## config.mk

```make
export PLATFORM = sky130hd
export DESIGN_NAME = vector_fifo_with_mean
export DESIGN_NICKNAME = d
export VERILOG_FILES = /design/src/vfm_pkg.sv /design/src/vfm_store.sv /design/src/vfm_divider.sv /design/src/vector_fifo_with_mean.sv
export SDC_FILE = /design/constraint.sdc
export NUM_CORES = 2
export LEC_CHECK = 0
export BUFFER_PORTS_ARGS = -buffer_cell sky130_fd_sc_hd__buf_2
export CAP_MARGIN = 20
export CORE_UTILIZATION = 41
export CTS_CLUSTER_DIAMETER = 80
export DETAILED_ROUTE_END_ITERATION = 16
export SYNTH_ARGS = -nofsm -noshare
export SYNTH_HDL_FRONTEND = slang
export SYNTH_SLANG_ARGS = --single-unit
```

## constraint.sdc

```tcl
create_clock -name clk_i -period 7.8 [get_ports clk_i]
set_input_delay 0 -clock clk_i [delete_from_list [all_inputs] [get_ports clk_i]]
set_output_delay 0 -clock clk_i [all_outputs]
set_load 0.05 [all_outputs]
```

## src/vfm_pkg.sv

```systemverilog
`timescale 1ns / 1ps
// ----------------------------------------------------------------------------
// vfm_pkg
// Shared types and constants of the vector queue with running mean.
// ----------------------------------------------------------------------------
package vfm_pkg;

  localparam int OP_WIDTH     = 2;
  localparam int STATUS_WIDTH = 2;
  localparam int OCC_WIDTH    = 5;

  typedef enum logic [OP_WIDTH-1:0] {
    OP_PUSH = 2'd0,
    OP_POP  = 2'd1,
    OP_AVG  = 2'd2,
    OP_LIST = 2'd3
  } op_e;

  typedef enum logic [STATUS_WIDTH-1:0] {
    STATUS_OK    = 2'd0,
    STATUS_EMPTY = 2'd1,
    STATUS_FULL  = 2'd2
  } status_e;

endpackage

```

## src/vfm_store.sv

```systemverilog
`timescale 1ns / 1ps
// ----------------------------------------------------------------------------
// vfm_store
// Entry memory of the queue: one write port, one read port, registered read.
// ----------------------------------------------------------------------------
module vfm_store #(
  parameter int DEPTH = 16,
  parameter int WIDTH = 48
) (
  input  logic                     clk_i,
  input  logic                     wr_en_i,
  input  logic [$clog2(DEPTH)-1:0] wr_addr_i,
  input  logic [WIDTH-1:0]         wr_data_i,
  input  logic                     rd_en_i,
  input  logic [$clog2(DEPTH)-1:0] rd_addr_i,
  output logic [WIDTH-1:0]         rd_data_o
);

  logic [WIDTH-1:0] mem_q [DEPTH];
  logic [WIDTH-1:0] rd_data_q;

  always_ff @(posedge clk_i) begin
    if (wr_en_i) begin
      mem_q[wr_addr_i] <= wr_data_i;
    end
  end

  // Hold read data until the next read.
  always_ff @(posedge clk_i) begin
    if (rd_en_i) begin
      rd_data_q <= mem_q[rd_addr_i];
    end
  end

  assign rd_data_o = rd_data_q;

endmodule

```

## src/vfm_divider.sv

```systemverilog
`timescale 1ns / 1ps
// ----------------------------------------------------------------------------
// vfm_divider
// Shared signed-by-unsigned divider, one quotient bit per cycle, restoring.
// Quotient is truncated toward zero.
// ----------------------------------------------------------------------------
module vfm_divider #(
  parameter int DIVIDEND_WIDTH = 21,
  parameter int DIVISOR_WIDTH  = 5,
  parameter int QUOT_WIDTH     = 16
) (
  input  logic                      clk_i,
  input  logic                      rst_ni,
  input  logic                      start_i,
  input  logic [DIVIDEND_WIDTH-1:0] dividend_i,
  input  logic [DIVISOR_WIDTH-1:0]  divisor_i,
  output logic                      done_o,
  output logic [QUOT_WIDTH-1:0]     quotient_o
);

  localparam int StepWidth = $clog2(DIVIDEND_WIDTH + 1);

  logic [StepWidth-1:0]      step_q;
  logic                      done_q;
  logic [DIVISOR_WIDTH-1:0]  rem_q;
  logic [DIVIDEND_WIDTH-1:0] quo_q;
  logic [DIVISOR_WIDTH-1:0]  div_q;
  logic                      neg_q;

  logic [DIVIDEND_WIDTH-1:0] magnitude;
  logic [DIVISOR_WIDTH:0]    rem_shift;
  logic [DIVISOR_WIDTH:0]    rem_diff;
  logic                      rem_ge;
  logic [DIVIDEND_WIDTH-1:0] quo_signed;

  assign magnitude = dividend_i[DIVIDEND_WIDTH-1] ? (~dividend_i + 1'b1) : dividend_i;
  assign rem_shift = {rem_q, quo_q[DIVIDEND_WIDTH-1]};
  assign rem_ge    = rem_shift >= {1'b0, div_q};
  assign rem_diff  = rem_shift - {1'b0, div_q};

  always_ff @(posedge clk_i or negedge rst_ni) begin
    if (!rst_ni) begin
      step_q <= '0;
      done_q <= 1'b0;
    end else begin
      done_q <= 1'b0;
      if (start_i) begin
        step_q <= StepWidth'(DIVIDEND_WIDTH);
      end else if (step_q != '0) begin
        step_q <= step_q - 1'b1;
        done_q <= (step_q == StepWidth'(1));
      end
    end
  end

  always_ff @(posedge clk_i) begin
    if (start_i) begin
      rem_q <= '0;
      quo_q <= magnitude;
      div_q <= divisor_i;
      neg_q <= dividend_i[DIVIDEND_WIDTH-1];
    end else if (step_q != '0) begin
      rem_q <= rem_ge ? rem_diff[DIVISOR_WIDTH-1:0] : rem_shift[DIVISOR_WIDTH-1:0];
      quo_q <= {quo_q[DIVIDEND_WIDTH-2:0], rem_ge};
    end
  end

  assign quo_signed = neg_q ? (~quo_q + 1'b1) : quo_q;
  assign quotient_o = quo_signed[QUOT_WIDTH-1:0];
  assign done_o     = done_q;

endmodule

```

## src/vector_fifo_with_mean.sv

```systemverilog
`timescale 1ns / 1ps
// ----------------------------------------------------------------------------
// vector_fifo_with_mean
// Bounded queue of three-coordinate signed vectors with a running mean.
// ----------------------------------------------------------------------------
// Input channel (in_valid_i/in_ready_o) carries an op and a vector: push,
// pop, average or list. Output channel (out_valid_o/out_ready_i) returns
// status, a vector, the occupancy after the op and a last flag.
// One op is worked at a time; in_ready_o is high only while idle.
// Steps from input transfer to the first result registered at the output:
//   push, empty ops     the execute state loads the result
//   pop                 one memory read, then the result
//   list                one memory read before each entry, entries given
//                       oldest first, last on the final
//   average             the shared bit-serial divider runs once per
//                       coordinate, then the mean vector is loaded.
// The next op is taken as soon as the final result sits in the output
// register, even while the receiver stalls it. A stalled receiver freezes the
// sequencer before each further result. Reset empties the queue and clears
// the sums; the entry memory is not cleared and needs no sweep.
// ----------------------------------------------------------------------------
module vector_fifo_with_mean
  import vfm_pkg::*;
#(
  parameter int DEPTH       = 16,
  parameter int COORD_WIDTH = 16
) (
  input  logic                          clk_i,
  input  logic                          rst_ni,
  input  logic                          in_valid_i,
  output logic                          in_ready_o,
  input  logic [OP_WIDTH-1:0]           op_i,
  input  logic signed [COORD_WIDTH-1:0] in_x_i,
  input  logic signed [COORD_WIDTH-1:0] in_y_i,
  input  logic signed [COORD_WIDTH-1:0] in_z_i,
  output logic                          out_valid_o,
  input  logic                          out_ready_i,
  output logic [STATUS_WIDTH-1:0]       status_o,
  output logic signed [COORD_WIDTH-1:0] out_x_o,
  output logic signed [COORD_WIDTH-1:0] out_y_o,
  output logic signed [COORD_WIDTH-1:0] out_z_o,
  output logic [OCC_WIDTH-1:0]          occupancy_o,
  output logic                          last_o
);

  localparam int CntWidth  = $clog2(DEPTH + 1);
  localparam int IdxWidth  = $clog2(DEPTH);
  localparam int SumWidth  = COORD_WIDTH + CntWidth;
  localparam int WordWidth = 3 * COORD_WIDTH;
  localparam logic [1:0] CoordX = 2'd0;
  localparam logic [1:0] CoordY = 2'd1;
  localparam logic [1:0] CoordZ = 2'd2;

  typedef enum logic [2:0] {
    ST_IDLE,
    ST_EXEC,
    ST_POP,
    ST_LIST_RD,
    ST_LIST_OUT,
    ST_DIV_GO,
    ST_DIV_WAIT,
    ST_AVG_OUT
  } state_e;

  function automatic logic [SumWidth-1:0] sext(input logic [COORD_WIDTH-1:0] v);
    return {{CntWidth{v[COORD_WIDTH-1]}}, v};
  endfunction

  function automatic logic [IdxWidth-1:0] next_slot(input logic [IdxWidth-1:0] i);
    return (i == IdxWidth'(DEPTH - 1)) ? '0 : i + 1'b1;
  endfunction

  state_e                 state_q;
  logic [IdxWidth-1:0]    head_q, tail_q, walk_idx_q;
  logic [CntWidth-1:0]    count_q, walk_cnt_q;
  logic [SumWidth-1:0]    sum_x_q, sum_y_q, sum_z_q;
  logic [1:0]             coord_q;
  op_e                    op_q;
  logic [COORD_WIDTH-1:0] x_q, y_q, z_q;
  logic [COORD_WIDTH-1:0] mean_x_q, mean_y_q, mean_z_q;

  logic                   out_valid_q, last_q;
  status_e                status_q;
  logic [COORD_WIDTH-1:0] out_x_q, out_y_q, out_z_q;
  logic [OCC_WIDTH-1:0]   occ_q;

  logic                   can_load, full, empty, walk_last, in_xfer;
  logic                   emit_en, emit_last;
  status_e                emit_status;
  logic [COORD_WIDTH-1:0] emit_x, emit_y, emit_z;
  logic [CntWidth-1:0]    emit_occ;

  logic                   rd_en, wr_en;
  logic [IdxWidth-1:0]    rd_addr;
  logic [WordWidth-1:0]   rd_data;
  logic [COORD_WIDTH-1:0] rd_x, rd_y, rd_z;

  logic                   div_start, div_done;
  logic [SumWidth-1:0]    div_dividend;
  logic [COORD_WIDTH-1:0] div_quot;

  assign in_ready_o = (state_q == ST_IDLE);
  assign in_xfer    = in_valid_i && in_ready_o;
  assign can_load   = !out_valid_q || out_ready_i;
  assign full       = (count_q == CntWidth'(DEPTH));
  assign empty      = (count_q == '0);
  assign walk_last  = (walk_cnt_q == count_q - 1'b1);

  assign rd_x = rd_data[WordWidth-1 -: COORD_WIDTH];
  assign rd_y = rd_data[2*COORD_WIDTH-1 -: COORD_WIDTH];
  assign rd_z = rd_data[COORD_WIDTH-1:0];

  assign wr_en   = (state_q == ST_EXEC) && (op_q == OP_PUSH) && !full && can_load;
  assign rd_en   = ((state_q == ST_EXEC) && (op_q == OP_POP) && !empty) ||
                   (state_q == ST_LIST_RD);
  assign rd_addr = (state_q == ST_LIST_RD) ? walk_idx_q : head_q;

  vfm_store #(
    .DEPTH (DEPTH),
    .WIDTH (WordWidth)
  ) u_store (
    .clk_i     (clk_i),
    .wr_en_i   (wr_en),
    .wr_addr_i (tail_q),
    .wr_data_i ({x_q, y_q, z_q}),
    .rd_en_i   (rd_en),
    .rd_addr_i (rd_addr),
    .rd_data_o (rd_data)
  );

  assign div_start = (state_q == ST_DIV_GO);

  always_comb begin
    unique case (coord_q)
      CoordX:  div_dividend = sum_x_q;
      CoordY:  div_dividend = sum_y_q;
      default: div_dividend = sum_z_q;
    endcase
  end

  vfm_divider #(
    .DIVIDEND_WIDTH (SumWidth),
    .DIVISOR_WIDTH  (CntWidth),
    .QUOT_WIDTH     (COORD_WIDTH)
  ) u_divider (
    .clk_i      (clk_i),
    .rst_ni     (rst_ni),
    .start_i    (div_start),
    .dividend_i (div_dividend),
    .divisor_i  (count_q),
    .done_o     (div_done),
    .quotient_o (div_quot)
  );

  // Result selection for the output register.
  always_comb begin
    emit_en     = 1'b0;
    emit_status = STATUS_OK;
    emit_x      = '0;
    emit_y      = '0;
    emit_z      = '0;
    emit_occ    = count_q;
    emit_last   = 1'b1;
    unique case (state_q)
      ST_EXEC: begin
        if (op_q == OP_PUSH) begin
          emit_en = can_load;
          if (full) begin
            emit_status = STATUS_FULL;
          end else begin
            emit_occ = count_q + 1'b1;
          end
        end else if (empty) begin
          emit_en     = can_load;
          emit_status = STATUS_EMPTY;
        end
      end
      ST_POP: begin
        emit_en  = can_load;
        emit_x   = rd_x;
        emit_y   = rd_y;
        emit_z   = rd_z;
        emit_occ = count_q - 1'b1;
      end
      ST_LIST_OUT: begin
        emit_en   = can_load;
        emit_x    = rd_x;
        emit_y    = rd_y;
        emit_z    = rd_z;
        emit_last = walk_last;
      end
      ST_AVG_OUT: begin
        emit_en = can_load;
        emit_x  = mean_x_q;
        emit_y  = mean_y_q;
        emit_z  = mean_z_q;
      end
      default: begin
        emit_en = 1'b0;
      end
    endcase
  end

  always_ff @(posedge clk_i or negedge rst_ni) begin
    if (!rst_ni) begin
      state_q     <= ST_IDLE;
      head_q      <= '0;
      tail_q      <= '0;
      count_q     <= '0;
      sum_x_q     <= '0;
      sum_y_q     <= '0;
      sum_z_q     <= '0;
      walk_idx_q  <= '0;
      walk_cnt_q  <= '0;
      coord_q     <= CoordX;
      out_valid_q <= 1'b0;
      status_q    <= STATUS_OK;
      out_x_q     <= '0;
      out_y_q     <= '0;
      out_z_q     <= '0;
      occ_q       <= '0;
      last_q      <= 1'b0;
    end else begin
      if (out_ready_i) begin
        out_valid_q <= 1'b0;
      end
      if (emit_en) begin
        out_valid_q <= 1'b1;
        status_q    <= emit_status;
        out_x_q     <= emit_x;
        out_y_q     <= emit_y;
        out_z_q     <= emit_z;
        occ_q       <= OCC_WIDTH'(emit_occ);
        last_q      <= emit_last;
      end
      unique case (state_q)
        ST_IDLE: begin
          if (in_valid_i) begin
            state_q <= ST_EXEC;
          end
        end
        ST_EXEC: begin
          priority if (op_q == OP_PUSH || empty) begin
            if (emit_en) begin
              state_q <= ST_IDLE;
              if (wr_en) begin
                tail_q  <= next_slot(tail_q);
                count_q <= count_q + 1'b1;
                sum_x_q <= sum_x_q + sext(x_q);
                sum_y_q <= sum_y_q + sext(y_q);
                sum_z_q <= sum_z_q + sext(z_q);
              end
            end
          end else if (op_q == OP_POP) begin
            state_q <= ST_POP;
          end else if (op_q == OP_AVG) begin
            coord_q <= CoordX;
            state_q <= ST_DIV_GO;
          end else begin
            walk_idx_q <= head_q;
            walk_cnt_q <= '0;
            state_q    <= ST_LIST_RD;
          end
        end
        ST_POP: begin
          if (emit_en) begin
            head_q  <= next_slot(head_q);
            count_q <= count_q - 1'b1;
            sum_x_q <= sum_x_q - sext(rd_x);
            sum_y_q <= sum_y_q - sext(rd_y);
            sum_z_q <= sum_z_q - sext(rd_z);
            state_q <= ST_IDLE;
          end
        end
        ST_LIST_RD: begin
          state_q <= ST_LIST_OUT;
        end
        ST_LIST_OUT: begin
          if (emit_en) begin
            if (walk_last) begin
              state_q <= ST_IDLE;
            end else begin
              walk_idx_q <= next_slot(walk_idx_q);
              walk_cnt_q <= walk_cnt_q + 1'b1;
              state_q    <= ST_LIST_RD;
            end
          end
        end
        ST_DIV_GO: begin
          state_q <= ST_DIV_WAIT;
        end
        ST_DIV_WAIT: begin
          if (div_done) begin
            if (coord_q == CoordZ) begin
              state_q <= ST_AVG_OUT;
            end else begin
              coord_q <= coord_q + 1'b1;
              state_q <= ST_DIV_GO;
            end
          end
        end
        ST_AVG_OUT: begin
          if (emit_en) begin
            state_q <= ST_IDLE;
          end
        end
        default: begin
          state_q <= ST_IDLE;
        end
      endcase
    end
  end

  // Capture the op and vector on transfer; collect quotients as they finish.
  always_ff @(posedge clk_i) begin
    if (in_xfer) begin
      op_q <= op_e'(op_i);
      x_q  <= in_x_i;
      y_q  <= in_y_i;
      z_q  <= in_z_i;
    end
    if (state_q == ST_DIV_WAIT && div_done) begin
      unique case (coord_q)
        CoordX:  mean_x_q <= div_quot;
        CoordY:  mean_y_q <= div_quot;
        default: mean_z_q <= div_quot;
      endcase
    end
  end

  assign out_valid_o = out_valid_q;
  assign status_o    = status_q;
  assign out_x_o     = out_x_q;
  assign out_y_o     = out_y_q;
  assign out_z_o     = out_z_q;
  assign occupancy_o = occ_q;
  assign last_o      = last_q;

endmodule

```

Yosys cells after proc, flatten, opt, wreduce, memory -nomap -nowiden
Memory sizes are Yosys's and may differ from the RTL's. A register that Yosys moved wholly into a read port is not among the register bits.
Cells that the tools add are included.
Storage, ports and cells
  memories: 1
  logic and storage cells: 198
  output and inout port bits: 58
  register bits after elaboration: 283
  memory bits (writable): 768
Memory list
  u_store.mem_q: words 16, bits a word 48, read ports 1, clocked after memory_dff 1, write ports 1, RTL line vfm_store.sv:19  | logic [WIDTH-1:0] mem_q [DEPTH];
Cells by class
  muxes and demuxes: 80
  order comparisons: 1
  bitwise gates (word level): 3
  $add $sub $neg: 17
  reductions and logical operators: 36
  equal/unequal tests: 30
Operator list (count)
  two-way mux 21 bit: 15
  case mux 21 bit (2 select lines): 4
  case mux 16 bit (2 select lines): 3
  two-way mux 5 bit: 14
  adder 21 bit: 3
  subtractor 21 bit: 3
  two-way mux 4 bit: 9
  case mux 5 bit (2 select lines): 3
  adder 21 x 1 -> 21 bit (second input constant): 1
  two-way mux 3 bit: 7
  NOT 21 bit: 1
  case mux 3 bit (7 select lines): 1
  two-way mux 2 bit: 10
  inequality test 2 bit (second input constant): 9
  adder 16 x 1 -> 16 bit (second input constant): 1
  two-way mux 16 bit: 1
  NOT 16 bit: 1
  adder 4 x 1 -> 4 bit (second input constant): 3
  equality test 3 bit (second input constant): 4
  equality test 4 bit (second input constant): 3
  AND reduction 6 bit: 2
  adder 5 x 1 -> 5 bit (second input constant): 2
  two-way mux 1 bit: 10
  nonzero test 2 bit: 5
  29 further kinds: 52

Longest topological paths before layout
  depth after elaboration: 8
  mapped depth: 17

Hierarchy
Synthesis repeated with hierarchy kept, for this count alone.
Second synthesis, totals
  cells, all modules: 2986
  area, all modules: 46802.4 um2
By module, submodules not included
  vfm_store: area an instance 30171.4 um2, cells each 1242, times used 1
  vector_fifo_with_mean: area an instance 14017.2 um2, cells each 1456, times used 1
  vfm_divider: area an instance 2613.8 um2, cells each 288, times used 1

Worst setup path before layout
No wires, ideal clock.
  path type: register -> register
  from: register count_q[0]
  to: memory u_store.mem_q[3][0], enable pin
  path slack: 1.355 ns
  setup time: 0.573 ns
  cell stages (with the launch flop): 7
  data arrival time: 5.872 ns
  path buffers: 0
  clock period less this slack: 6.445 ns
  cells stage by stage: dfrtp_1 -> inv_1 -> ha_1 -> and3_1 -> nor2_1 -> nand2_1 -> nor4_1
Between the ends
  word-level cells in the longest chain between the ends: 6
RTL lines
  start, declared: RTL line vector_fifo_with_mean.sv:75  | logic [CntWidth-1:0] count_q, walk_cnt_q;
  start signal, assigned: RTL line vector_fifo_with_mean.sv:248  | count_q <= count_q + 1'b1;
  start signal, assigned: RTL line vector_fifo_with_mean.sv:268  | count_q <= count_q - 1'b1;
  equality test 5 bit: RTL line vector_fifo_with_mean.sv:105  | assign full = (count_q == CntWidth'(DEPTH));
  logical NOT 1 bit: RTL line vector_fifo_with_mean.sv:113  | assign wr_en = (state_q == ST_EXEC) && (op_q == OP_PUSH) && !full && can_load;
  logical AND 1 bit (2 in series): RTL line vector_fifo_with_mean.sv:113
  two-way mux 1 bit: RTL line vfm_store.sv:23  | if (wr_en_i) begin
  two-way mux 1 bit (not written as such): RTL line vfm_store.sv:24  | mem_q[wr_addr_i] <= wr_data_i;
  end, declared: RTL line vfm_store.sv:19
Every way passes these cells.

Worst setup path after layout
  from: register state_q[1]
  to: register sum_x_q[20]
Between the ends
  word-level cells in the longest chain between the ends: 6
  elaborated cells between the ends (all ways): 16
  classes of those cells: eq/ne (8); mux (2); reduce/logical (6)
RTL lines
  start, declared: RTL line vector_fifo_with_mean.sv:73  | state_e state_q;
  start signal, assigned: RTL line vector_fifo_with_mean.sv:206  | state_q <= ST_IDLE;
  start signal, assigned: RTL line vector_fifo_with_mean.sv:239  | state_q <= ST_EXEC;
  start signal, assigned: RTL line vector_fifo_with_mean.sv:245  | state_q <= ST_IDLE;
  branches (longest 6 deep; another with AND reduction 5 bit)
  end signal, assigned: RTL line vector_fifo_with_mean.sv:249  | sum_x_q <= sum_x_q + sext(x_q);
  end signal, assigned: RTL line vector_fifo_with_mean.sv:269  | sum_x_q <= sum_x_q - sext(rd_x);
  end, declared: RTL line vector_fifo_with_mean.sv:76  | logic [SumWidth-1:0] sum_x_q, sum_y_q, sum_z_q;
Parallel ways; which one is timed is not known.
A chain may end at the register's enable or synchronous reset.

==> impl_metrics.csv <==
group,metric,value,unit
status,status,"complete, no violations",
clock_network,clkSlewWorstSetupHoldPaths,0.07,ns
floorplanning,placementRows,126,
clock_network,numCtsBuffers,117,
run,max-cap-violations,0,
min_path,whs_path_depth,2,
synthesis,synth_cell_types,82,
routing,first_pass_iters,7,
sta,setup_viol,0,
synthesis,synth_seq_area_share,65.88,%
min_path,hp-class,"primary input to flip-flop",
synthesis,syn-cell-area,48850,um^2
worst_setup_path,required,8.44,ns
floorplanning,ios,112,
pwr,p_switching,2.330,mW
worst_setup_path,critPathMaxFanout,36,
sta,setup_ws,3.448,ns
final_layout,area_delta_synth_final,13.62,%
worst_setup_path,cp.arrival,4.99,ns
synthesis,synth_area_per_cell,12.62,um^2
clock_network,htreeDepth,3,
sta,tns,0,ns
sta,post-route-min-period,4.352,ns
floorplanning,initial_core_util,41.37,%
routing,ant_nets,0,
clock_network,cts_tree,"done",
worst_setup_path,critical_path_class,"flip-flop to flip-flop",
grt,grtUsageTotal,21.97,%
final_layout,num-nets-final,4150,
sta,fmax,229.8,MHz
routing,drt_iter0_markers,3250,
grt,grt_overflow_total,0,
synthesis,yosys_register_bits,1099,
synthesis,async_flop_share,13.92,%
grt,grt_max_degree,185,
routing,wirelength,133.9,mm
clock_network,clk_latency,0.72,ns
routing,vias,31870,
placement,hpwlAfterDp,78.37,mm
worst_setup_path,critical_path.startpoint_type,"flip-flop",
routing,wire_per_inst,23.74,um
synthesis,syn_nets,4014,
final_layout,fillCellCount,10420,
sta,skew,0.03535,ns
clock_network,postCtsSetupBuffers,0,
sta,slew_violations,0,
synthesis,synth_edf_count,941,
grt,grt_pass1_wl,198.0,mm
final_layout,drive_above_1_share,11.04,%
floorplanning,fp.dieH,347.2,um
clock_network,clock_path_buffers,3,
floorplanning,die_w,347.2,um
placement,place_congestion,0.9175,
synthesis,yosys_warnings,0,
grt,antenna_found_initial,1,
placement,dp_slack,3.489,ns
pwr,pwr-share-comb,0.6,%
pwr,swShare,19.85,%
sta,hold_violations,0,
routing,route.detailed.drc,0,
clock_network,post_cts_resized,0,
synthesis,ys.flop_type,"edfxtp_1",
floorplanning,core,118100,um^2
pwr,peakVddDrop,0.0001828,V
grt,first_global_vias,30350,
final_layout,final_cell_mix,"941 x edfxtp_1, 609 x nand2_1, 250 x a211oi_1",
synthesis,synth_cells,3870,
final_layout,layout_commonest_cell,"edfxtp_1",
clock_network,clock-sinks,1099,
sta,rsz0062_at_grt,"false",
pwr,clkPwrFrac,45.7,%
worst_setup_path,worstRegToRegCells,15,
final_layout,diodes,0,
floorplanning,dieArea,120500,um^2
pwr,power_frac_seq,53.7,%
sta,tightest_slew,1.107,ns
clock_network,cts_root_buffer,"clkbuf_16",
pwr,p_per_area,211.4,nW/um^2
sta,maxSlewHeadroom,26.19,%
pwr,p_leak,19.73,nW
placement,port_buffers,111,
worst_setup_path,crit_path_end_kind,"flip-flop",
routing,routed_via_density,5.651,
sta,finalCritPeriodShare,55.79,%
pwr,p_int,9.406,mW
==> area by class of cell <==
cell class / count / area, um^2 / share of cell area [%]
sequential: 1099 / 32190 / 57.99
multi-input combinational: 2467 / 15480 / 27.89
clock buffer: 163 / 3254 / 5.863
timing repair buffer: 263 / 2021 / 3.640
tap: 1536 / 1922 / 3.462
clock inverter: 54 / 427.9 / 0.7709
inverter: 58 / 217.7 / 0.3922
==> worst max-delay path: stages, from the launching register on <==
cell      delay, ns
dfrtp_1        0.66
inv_2          0.21
nor3_4         0.20
buf_4          0.50
nand2_1        0.10
o21ai_0        0.10
ha_1           0.20
inv_1          0.06
fa_1           0.42
a21o_1         0.21
a221oi_2       0.36
o21ai_0        0.24
a31o_2         0.32
a211oi_1       0.29
mux2i_1        0.25
xnor2_1        0.15
==> power groups by stage <==
stage	logic [mW]	registers, mW	clock network [mW]
2_1_floorplan	0.0000858	6.42	0
3_3_place_gp	0.0393	6.42	0
3_5_place_dp	0.0396	6.42	0
4_1_cts	0.0728	6.30	5.46
5_1_grt	0.0782	6.30	5.67
6_report	0.0714	6.30	5.36
==> path summary, 6_finish.rpt <==
| path | startpoint | endpoint | slack [ns] |
|---|---|---|---|
| min in group asynchronous | rst_ni | tail_q[2] | 0.37 |
| hold / removal | in_y_i[0] | y_q[0] | 0.04 |
| hold reg to reg | occupancy_o[2] | occupancy_o[2] | 0.48 |
| max in group asynchronous | rst_ni | out_y_o[2] | 6.47 |
| setup / recovery | state_q[1] | sum_x_q[20] | 3.45 |
| setup reg to reg | state_q[1] | sum_x_q[20] | 3.45 |
==> flip-flops by register name, summed over array words and instances (netlist names), 16 cells and up <==
name,count
u_store.mem_q,768
u_store.rd_data_o,48
sum_x_q,21
sum_y_q,21
sum_z_q,21
u_divider.quo_q,21
mean_x_q,16
mean_y_q,16
mean_z_q,16
out_x_o,16
out_y_o,16
out_z_o,16
x_q,16
y_q,16
z_q,16
==> metal layers <==
metal  GRT usage, %  share of wire [%]  vias up  wire (um)
li1               -                  -    14850          -
met1          30.31                 44    15830      58890
met2          35.75                 47      966      63360
met3          2.925                5.4      226       7199
met4          7.305                3.3        0       4431
met5              0                  0        -          0
==> cells by family (layout without fill, tap and decap cells) <==
kind of cell	Yosys count	count (layout)	share of synthesized area [%]
flops	1099	1099	65.88
xor+xnor	138	138	2.502
mux	13	13	0.2894
simple gates	1189	1189	11.25
compound gates	1037	1037	14.86
buf+inv	304	538	2.848
fa+ha+maj	90	90	2.367
==> cell usage after synthesis, types with 9 or more instances <==
| library cell | n | area, um^2 |
|---|---|---|
| a211oi_1 | 250 | 1877 |
| a21o_1 | 24 | 180.2 |
| a21oi_1 | 211 | 1056 |
| a221oi_2 | 49 | 735.7 |
| a22o_1 | 19 | 166.4 |
| a311oi_1 | 101 | 884.6 |
| a31oi_1 | 120 | 750.7 |
| and2_0 | 122 | 763.2 |
| and2_1 | 92 | 575.6 |
| and3_1 | 9 | 56.30 |
| buf_1 | 9 | 33.78 |
| buf_2 | 74 | 370.4 |
| buf_6 | 19 | 214.0 |
| clkbuf_1 | 140 | 525.5 |
| dfrtp_1 | 153 | 3829 |
| edfxtp_1 | 941 | 28260 |
| ha_1 | 86 | 1076 |
| inv_1 | 57 | 214.0 |
| mux2i_1 | 9 | 90.09 |
| nand2_1 | 609 | 2286 |
| nand2b_1 | 13 | 81.33 |
| nand3_1 | 34 | 170.2 |
| nand4_1 | 21 | 131.4 |
| nor2_1 | 184 | 690.7 |
| nor2b_1 | 11 | 68.82 |
| nor3_1 | 35 | 175.2 |
| nor4_1 | 14 | 87.58 |
| o21ai_0 | 168 | 840.8 |
| o31a_1 | 10 | 87.58 |
| o31ai_1 | 15 | 112.6 |
| xnor2_1 | 73 | 639.4 |
| xor2_1 | 64 | 560.5 |
==> stage by stage <==
| step | util, % | area (um^2) | hold WS, ns | power, mW | instances |
|---|---|---|---|---|---|
| 2_1_floorplan | - | 48850 | -0.2956 | 6.423 | 3870 |
| 3_3_place_gp | 43.16 | 50970 | -0.09216 | 6.461 | 5338 |
| 3_5_place_dp | 43.17 | 50970 | -0.09209 | 6.462 | 5339 |
| 4_1_cts | 47.01 | 55510 | 0.003873 | 11.83 | 5640 |
| 5_1_grt | 47.01 | 55510 | 0.02132 | 12.05 | 5640 |
| 6_report | 47.01 | 55510 | 0.04008 | 11.74 | 5640 |
==> timing repair <==
action,in CTS,in global routing
endpoints found under the hold margin,228,0
hold buffers,84,0
endpoints found under the setup margin,0,0
Note: power is estimated with default switching activity, not from simulation.
